## config.mk

```make
export PLATFORM = sky130hd
export DESIGN_NAME = round_robin_task_scheduler_top
export DESIGN_NICKNAME = d
export VERILOG_FILES = /design/src/rtl/rrts_pkg.sv /design/src/rtl/round_robin_task_scheduler_top.sv
export SDC_FILE = /design/constraint.sdc
export NUM_CORES = 2
export LEC_CHECK = 0
export ABC_AREA = 1
export ABC_CLOCK_PERIOD_IN_PS = 15150
export BUFFER_PORTS_ARGS = -buffer_cell sky130_fd_sc_hd__buf_4
export CAP_MARGIN = 10
export CORE_ASPECT_RATIO = 1.5
export CORE_MARGIN = 5
export CORE_UTILIZATION = 40
export CTS_BUF_LIST = sky130_fd_sc_hd__clkbuf_8
export CTS_CLUSTER_SIZE = 8
export DETAILED_ROUTE_END_ITERATION = 10
export GPL_TIMING_DRIVEN = 0
export MAX_ROUTING_LAYER = met4
export PLACE_DENSITY = 0.52
export SETUP_SLACK_MARGIN = 0.5
export SYNTH_ARGS = -nofsm -noshare
export SYNTH_HDL_FRONTEND = slang
export SYNTH_SLANG_ARGS = --single-unit
export TNS_END_PERCENT = 5
```

## constraint.sdc

```tcl
create_clock -name clock -period 15.15 [get_ports clock]
set_clock_uncertainty 0.2 [all_clocks]
set_input_delay 3.03 -clock clock [delete_from_list [all_inputs] [get_ports clock]]
set_output_delay 3.03 -clock clock [all_outputs]
set_load 0.05 [all_outputs]
```

## src/rtl/rrts_pkg.sv

```systemverilog
// Package for the round-robin task scheduler.
// Holds queue sizing, payload structs, queue entry layout and event codes.
// No dependencies.
package rrts_pkg;

   localparam int QUEUE_DEPTH = 16;
   localparam int QADDR_W     = $clog2(QUEUE_DEPTH);
   localparam int QCNT_W      = $clog2(QUEUE_DEPTH + 1);
   localparam int TIME_W      = 32;
   localparam int STEP_W      = $clog2(TIME_W);

   localparam logic [QCNT_W-1:0]  QCNT_FULL = QCNT_W'(QUEUE_DEPTH);
   localparam logic [QADDR_W-1:0] QADDR_LAST = QADDR_W'(QUEUE_DEPTH - 1);

   localparam logic MODE_ADMIT = 1'b0;
   localparam logic MODE_TICK  = 1'b1;

   localparam logic [2:0] EV_ADMITTED = 3'd0;
   localparam logic [2:0] EV_REJECTED = 3'd1;
   localparam logic [2:0] EV_IDLE     = 3'd2;
   localparam logic [2:0] EV_RAN      = 3'd3;
   localparam logic [2:0] EV_COMPLETE = 3'd4;
   localparam logic [2:0] EV_PREEMPT  = 3'd5;

   typedef struct packed {
      logic        mode;
      logic [7:0]  task_id;
      logic [15:0] burst;
   } req_type;

   typedef struct packed {
      logic [2:0]  event_res;
      logic [7:0]  task_id_out;
      logic [31:0] time_now;
      logic [15:0] burst_out;
      logic [31:0] arrival_out;
      logic [31:0] waiting_out;
      logic [4:0]  ready_count;
      logic        all_done;
   } rsp_type;

   typedef struct packed {
      logic [7:0]  task_id;
      logic [15:0] remaining;
      logic [15:0] burst;
      logic [31:0] arrival;
      logic [31:0] waiting;
   } entry_type;

endpackage

```

## src/rtl/round_robin_task_scheduler_top.sv

```systemverilog
// Round-robin task scheduler top level: ready queue memory, running task,
// serial remainder unit for the quantum check and the control sequencer.
// Depends on rrts_pkg.
//
//   channel  direction  handshake                     payload
//   req      in         req_valid / req_stall         rrts_pkg::req_type
//   rsp      out        rsp_valid / rsp_stall         rrts_pkg::rsp_type
//   csr      in         csr_write_en                  csr_write_data (time_quantum)
//
// Admit transactions and idle ticks go straight to the result state. Other ticks run the
// bit-serial remainder unit, load the head task when none is running, then age every queued
// task through the queue's single read and write port, and decide and register the result.
// Reset is synchronous; it empties the queue, clears the running task and time.
// A stalled result holds in the output register while the next transaction is taken.
module round_robin_task_scheduler_top (
   input  logic              clock,
   input  logic              reset,
   input  logic              req_valid,
   output logic              req_stall,
   input  rrts_pkg::req_type req_data,
   output logic              rsp_valid,
   input  logic              rsp_stall,
   output rrts_pkg::rsp_type rsp_data,
   input  logic              csr_write_en,
   input  logic [15:0]       csr_write_data
);

   localparam logic [2:0] ST_IDLE   = 3'd0;
   localparam logic [2:0] ST_MOD    = 3'd1;
   localparam logic [2:0] ST_POP_RD = 3'd2;
   localparam logic [2:0] ST_POP_LD = 3'd3;
   localparam logic [2:0] ST_AGE    = 3'd4;
   localparam logic [2:0] ST_DECIDE = 3'd5;
   localparam logic [2:0] ST_FIN    = 3'd6;

   rrts_pkg::entry_type queue_mem_ff [rrts_pkg::QUEUE_DEPTH];
   rrts_pkg::entry_type mem_rdata_ff;
   logic                mem_we;
   logic [rrts_pkg::QADDR_W-1:0] mem_waddr;
   logic [rrts_pkg::QADDR_W-1:0] mem_raddr;
   rrts_pkg::entry_type mem_wdata;

   logic [2:0] state_ff, state_in;
   logic [15:0] quantum_ff;
   logic [rrts_pkg::QADDR_W-1:0] head_ff, head_in, tail_ff, tail_in;
   logic [rrts_pkg::QCNT_W-1:0]  count_ff, count_in;
   logic        run_valid_ff, run_valid_in;
   rrts_pkg::entry_type run_ff, run_in;
   logic [31:0] time_ff, time_in;

   logic [16:0] mod_rem_ff, mod_rem_in;
   logic [31:0] mod_div_ff, mod_div_in;
   logic [rrts_pkg::STEP_W-1:0] mod_step_ff, mod_step_in;
   logic [16:0] mod_shift;

   logic [rrts_pkg::QCNT_W-1:0]  age_idx_ff, age_idx_in;
   logic [rrts_pkg::QADDR_W-1:0] age_ptr_ff, age_ptr_in;
   logic [rrts_pkg::QADDR_W-1:0] age_waddr_ff, age_waddr_in;
   logic        age_pend_ff, age_pend_in;

   logic [2:0]  ev_ff, ev_in;
   logic [7:0]  id_hold_ff, id_hold_in;
   logic [15:0] rem_dec;
   logic        is_complete;

   logic        rsp_valid_ff, rsp_valid_in;
   rrts_pkg::rsp_type rsp_data_ff, rsp_data_in;

   function automatic logic [rrts_pkg::QADDR_W-1:0] ptr_inc(
      input logic [rrts_pkg::QADDR_W-1:0] p);
      ptr_inc = (p == rrts_pkg::QADDR_LAST) ? '0 : p + 1'b1;
   endfunction

   assign req_stall = (state_ff != ST_IDLE);
   assign rsp_valid = rsp_valid_ff;
   assign rsp_data  = rsp_data_ff;

   assign mod_shift   = {mod_rem_ff[15:0], mod_div_ff[31]};
   assign rem_dec     = (run_ff.remaining != 16'd0) ? run_ff.remaining - 16'd1 : 16'd0;
   assign is_complete = (ev_ff == rrts_pkg::EV_COMPLETE);

   always_comb begin
      state_in     = state_ff;
      head_in      = head_ff;
      tail_in      = tail_ff;
      count_in     = count_ff;
      run_valid_in = run_valid_ff;
      run_in       = run_ff;
      time_in      = time_ff;
      mod_rem_in   = mod_rem_ff;
      mod_div_in   = mod_div_ff;
      mod_step_in  = mod_step_ff;
      age_idx_in   = age_idx_ff;
      age_ptr_in   = age_ptr_ff;
      age_waddr_in = age_waddr_ff;
      age_pend_in  = 1'b0;
      ev_in        = ev_ff;
      id_hold_in   = id_hold_ff;
      rsp_valid_in = rsp_valid_ff && rsp_stall;
      rsp_data_in  = rsp_data_ff;
      mem_we       = 1'b0;
      mem_waddr    = tail_ff;
      mem_wdata    = run_ff;
      mem_raddr    = age_ptr_ff;

      unique case (state_ff)
         ST_IDLE: begin
            if (req_valid) begin
               if (req_data.mode == rrts_pkg::MODE_ADMIT) begin
                  id_hold_in = req_data.task_id;
                  if (count_ff >= rrts_pkg::QCNT_FULL) begin
                     ev_in = rrts_pkg::EV_REJECTED;
                  end else begin
                     mem_we            = 1'b1;
                     mem_wdata.task_id = req_data.task_id;
                     mem_wdata.remaining = req_data.burst;
                     mem_wdata.burst   = req_data.burst;
                     mem_wdata.arrival = time_ff + 32'd1;
                     mem_wdata.waiting = 32'd0;
                     tail_in           = ptr_inc(tail_ff);
                     count_in          = count_ff + 1'b1;
                     ev_in             = rrts_pkg::EV_ADMITTED;
                  end
                  state_in = ST_FIN;
               end else begin
                  time_in = time_ff + 32'd1;
                  if (!run_valid_ff && count_ff == '0) begin
                     ev_in      = rrts_pkg::EV_IDLE;
                     id_hold_in = 8'd0;
                     state_in   = ST_FIN;
                  end else begin
                     mod_rem_in  = '0;
                     mod_div_in  = time_ff + 32'd1;
                     mod_step_in = '0;
                     state_in    = ST_MOD;
                  end
               end
            end
         end
         ST_MOD: begin
            mod_rem_in  = (mod_shift >= {1'b0, quantum_ff}) ?
                          mod_shift - {1'b0, quantum_ff} : mod_shift;
            mod_div_in  = {mod_div_ff[30:0], 1'b0};
            mod_step_in = mod_step_ff + 1'b1;
            if (mod_step_ff == rrts_pkg::STEP_W'(rrts_pkg::TIME_W - 1)) begin
               age_idx_in = '0;
               age_ptr_in = head_ff;
               state_in   = run_valid_ff ? ST_AGE : ST_POP_RD;
            end
         end
         ST_POP_RD: begin
            mem_raddr = head_ff;
            state_in  = ST_POP_LD;
         end
         ST_POP_LD: begin
            run_in       = mem_rdata_ff;
            run_valid_in = 1'b1;
            head_in      = ptr_inc(head_ff);
            count_in     = count_ff - 1'b1;
            age_idx_in   = '0;
            age_ptr_in   = ptr_inc(head_ff);
            state_in     = ST_AGE;
         end
         ST_AGE: begin
            if (age_idx_ff != count_ff) begin
               mem_raddr    = age_ptr_ff;
               age_idx_in   = age_idx_ff + 1'b1;
               age_ptr_in   = ptr_inc(age_ptr_ff);
               age_waddr_in = age_ptr_ff;
               age_pend_in  = 1'b1;
            end else if (!age_pend_ff) begin
               state_in = ST_DECIDE;
            end
            if (age_pend_ff) begin
               mem_we    = 1'b1;
               mem_waddr = age_waddr_ff;
               mem_wdata = mem_rdata_ff;
               if (mem_rdata_ff.waiting != 32'hFFFF_FFFF) begin
                  mem_wdata.waiting = mem_rdata_ff.waiting + 32'd1;
               end
            end
         end
         ST_DECIDE: begin
            run_in.remaining = rem_dec;
            id_hold_in       = run_ff.task_id;
            if (rem_dec == 16'd0) begin
               ev_in        = rrts_pkg::EV_COMPLETE;
               run_valid_in = 1'b0;
            end else if (quantum_ff != 16'd0 && mod_rem_ff == '0 && count_ff != '0 &&
                         count_ff < rrts_pkg::QCNT_FULL) begin
               mem_we              = 1'b1;
               mem_wdata.remaining = rem_dec;
               tail_in             = ptr_inc(tail_ff);
               count_in            = count_ff + 1'b1;
               run_valid_in        = 1'b0;
               ev_in               = rrts_pkg::EV_PREEMPT;
            end else begin
               ev_in = rrts_pkg::EV_RAN;
            end
            state_in = ST_FIN;
         end
         ST_FIN: begin
            if (!rsp_valid_ff || !rsp_stall) begin
               rsp_valid_in            = 1'b1;
               rsp_data_in.event_res   = ev_ff;
               rsp_data_in.task_id_out = id_hold_ff;
               rsp_data_in.time_now    = time_ff;
               rsp_data_in.burst_out   = is_complete ? run_ff.burst : 16'd0;
               rsp_data_in.arrival_out = is_complete ? run_ff.arrival : 32'd0;
               rsp_data_in.waiting_out = is_complete ? run_ff.waiting : 32'd0;
               rsp_data_in.ready_count = 5'(count_ff);
               rsp_data_in.all_done    = (count_ff == '0) && !run_valid_ff;
               state_in                = ST_IDLE;
            end
         end
         default: begin
            state_in = ST_IDLE;
         end
      endcase
   end

   always_ff @(posedge clock) begin
      if (mem_we) begin
         queue_mem_ff[mem_waddr] <= mem_wdata;
      end
      mem_rdata_ff <= queue_mem_ff[mem_raddr];
   end

   always_ff @(posedge clock) begin
      if (reset) begin
         state_ff     <= ST_IDLE;
         quantum_ff   <= 16'd4;
         head_ff      <= '0;
         tail_ff      <= '0;
         count_ff     <= '0;
         run_valid_ff <= 1'b0;
         run_ff       <= '0;
         time_ff      <= '0;
         age_pend_ff  <= 1'b0;
         rsp_valid_ff <= 1'b0;
      end else begin
         state_ff     <= state_in;
         if (csr_write_en) begin
            quantum_ff <= csr_write_data;
         end
         head_ff      <= head_in;
         tail_ff      <= tail_in;
         count_ff     <= count_in;
         run_valid_ff <= run_valid_in;
         run_ff       <= run_in;
         time_ff      <= time_in;
         age_pend_ff  <= age_pend_in;
         rsp_valid_ff <= rsp_valid_in;
      end
   end

   always_ff @(posedge clock) begin
      mod_rem_ff   <= mod_rem_in;
      mod_div_ff   <= mod_div_in;
      mod_step_ff  <= mod_step_in;
      age_idx_ff   <= age_idx_in;
      age_ptr_ff   <= age_ptr_in;
      age_waddr_ff <= age_waddr_in;
      ev_ff        <= ev_in;
      id_hold_ff   <= id_hold_in;
      rsp_data_ff  <= rsp_data_in;
   end

endmodule

```

==> impl_metrics.py <==
metrics = {
    "floorplanning": {
        "dieArea_um2": 224000,
        "io_pins": 177,
        "fp-row-count": 208,
        "core_area_um2": 214000,
        "initial_core_util_pct": 40.1,
        "die_x_um": 388,
        "die_h_um": 577,
    },
    "timing": {
        "fin_tns_setup_ns": 0,
        "worst_slew_pin_slew_ns": 1.37,
        "fin_crit_sh_pct": 40.4,
        "hold_viol": 0,
        "min_period_ns": 6.12,
        "final_max_slew_viol_count": 0,
        "setup_viol": 0,
        "rsz0062_at_grt": "no",
        "max_freq_ghz": 0.163,
        "setup_slack_ns": 9.03,
        "timing.hold.ws_ns": 0.251,
        "maxSlewHeadroom_pct": 7.48,
    },
    "clocking": {
        "cts_hold_buf": 0,
        "clock_latency_ns": 0.98,
        "cts.clk_slew.worst_paths_ns": 0.07,
        "cts_resized": 0,
        "numCtsBuffers": 343,
        "root_buffer": "clkbuf_8",
        "clock-sinks": 2146,
        "ctsLongestPathBuffers": 4,
        "cts_tree": "done",
        "htree_num_levels": 5,
        "post-cts-setup-buffers": 0,
    },
    "place": {
        "globalplace.congestion": 0.934,
        "hpwl_mm": 228,
        "dp_slack_ns": 7.99,
        "portBuffers": 175,
    },
    "power": {
        "p_int_w": 0.0111,
        "seq_power_share_pct": 39.4,
        "combPwrFrac_pct": 36.4,
        "p_leak_nw": 34.1,
        "vdd_drop_max_mv": 0.128,
        "total_power_w": 0.0190,
        "power-per-cell-area_nw_per_um2": 190,
        "p_clk_share_pct": 24.2,
        "p_sw_w": 0.00786,
        "power_switching_share_pct": 41.5,
    },
    "yosys": {
        "synth_fp_nets": 6999,
        "ys.flop_type": "edfxtp_1",
        "synth-async-reset-ratio_pct": 0,
        "synth_cell_types": 56,
        "syn-cell-area_um2": 85800,
        "synth_seq_cells": 2146,
        "synth_cells": 6922,
        "yosysWarnings": 0,
        "synth_edf_count": 1871,
        "ys_seq_area_share_pct": 71.9,
        "syn_avg_cell_area_um2": 12.4,
    },
    "critical_path": {
        "worstSetupPathType": "reg2out",
        "cp_slowest_stage_delay_ns": 0.44,
        "cp_max_fo": 10,
        "r2r-start": "state_ff[1]$_SDFFE_PP0P_",
        "path_cells": "buf_4 -> nor2_2 -> nand2_1 -> clkbuf_1 -> buf_4",
        "critPathRequiredTime_ns": 11.92,
        "startpoint": "state_ff[1]$_SDFFE_PP0P_",
        "crit_path_end_kind": "primary output",
        "arrival_ns": 2.89,
        "cp_slowest_cell": "nor2_2",
        "crit_path_frequent_cell": "buf_4",
        "worst_setup_path_start_kind": "flip-flop",
        "r2r.worst_path.cells": 13,
    },
    "finish": {
        "layout_commonest_cell": "edfxtp_1",
        "layout_common_cells": "edfxtp_1, nor2_1, o21ai_0",
        "final_layout_size_suffix_gt1_share_pct": 13.7,
        "fin_nets": 7716,
        "area_growth_pct": 16.3,
    },
    "global_route": {
        "grt_pass1_wl_mm": 457,
        "track_usage_pct": 29.2,
        "grt_pass1_vias": 61700,
        "antenna_found_initial": 20,
        "grt_overflow": 0,
        "grt_start_max_net_pins": 32,
    },
    "route": {
        "routed_wirelength_mm": 330,
        "drtIter0Drc": 6690,
        "wl_per_cell_um": 30.7,
        "drcViolationCount": 0,
        "drtPass1Iterations": 6,
        "num_vias": 63400,
        "ant_nets": 0,
        "vias_per_cell": 5.89,
    },
    "min_path": {
        "holdPathStages": 0,
        "min_path_type": "reg2reg",
        "worstHoldStart": "count_ff[4]$_SDFFE_PP0P_",
    },
    "job": {
        "cap_violations": 0,
    },
    "status": {
        "status": "complete, no violations",
    },
}
cell families after synthesis:
kind of cell             count (synthesis)  synth area share [%]
flip-flops                            2146                  71.9
AO/OA/AOI/OAI                         2045                  14.3
AND/OR/NAND/NOR                       1886                  9.04
buffers and inverters                  748                  3.68
XOR/XNOR                                66                 0.674
adder cells (fa/ha/maj)                 31                 0.469
metal layers:
metal | global-route usage (%) | part of all wire (%) | vias to the layer above
met4 | 13.7 | 5.3 | 0
li1 | - | - | 27200
met2 | 47.7 | 48 | 3400
met1 | 35.3 | 38 | 32000
met3 | 5.67 | 8.6 | 820
met5 | - | 0 | -
sequential cells by signal, indices dropped and copies added, names as in the netlist, 3 cells and up:
name and cells:
state_ff 3, time_ff 32, mod_step_ff 5, ev_ff 3
age_idx_ff 5, mod_rem_ff 17, count_ff 5, tail_ff 4
age_ptr_ff 4, head_ff 4, id_hold_ff 8, mem_rdata_ff 104
run_ff 104, quantum_ff 16, queue_mem_ff 1664, age_waddr_ff 4
rsp_data 129, mod_div_ff 32
path summary, 6_finish.rpt:
path	end	slack (ns)
worst min-delay path	rsp_data[5]$_DFFE_PP_	0.25
worst min register to register	rsp_data[5]$_DFFE_PP_	0.25
worst max register to register	queue_mem_ff[1][19]$_DFFE_PP_	9.85
worst max-delay path	req_stall	9.03
worst max-delay path, delay by kind of cell (launching register included):
| family | cells | cell delay [ns] |
|---|---|---|
| buf+inv | 3 | 0.84 |
| flops | 1 | 0.30 |
| simple gates | 2 | 0.76 |
Yosys cell counts, drive strengths merged, types with 20 or more instances:
master  number  area share [%]
edfxtp    1871              65
o21ai     1112             6.5
nor2      1075             4.8
nand2      524             2.3
o221ai     318             3.2
inv        288             1.3
dfxtp      275             6.4
clkbuf     232             1.0
buf        226             1.4
a21oi      215             1.3
o22ai      172             1.3
nand3      166             1.0
o211ai     161             1.4
nor3        51            0.32
xor2        41            0.42
nand4       39            0.30
ha          29            0.42
xnor2       25            0.26
a22oi       20            0.17
metrics by stage:
stage	util, %	instances	area (um2)
6_report	46.6	10800	99800
3_5_place_dp	43.6	10100	93300
3_3_place_gp	42.4	9932	90700
5_1_grt	46.6	10700	99700
2_1_floorplan	-	6922	85800
4_1_cts	46.5	10700	99400
final cells by class:
class                           instances  area, um2
Timing Repair Buffer                  372       4100
Antenna cell                           24       60.1
Tap cell                             2835       3550
Sequential cell                      2146      61700
Clock buffer                          370       5090
Buffer                                458       2080
Clock inverter                        232        972
Multi-Input combinational cell       4028      21200
Inverter                              290       1090
Fill cell                           19700     114000
power by group through the flow:
stage,registers [W],clock network [W],logic [W]
after floorplan,0.00757,0,0.00354
after global placement,0.00768,0,0.00651
after detailed placement,0.00759,0,0.00674
after CTS,0.00747,0.00465,0.00676
after global routing,0.00749,0.00493,0.00724
final,0.00747,0.00459,0.00690
No activity file was read; power rests on OpenSTA's default activity.
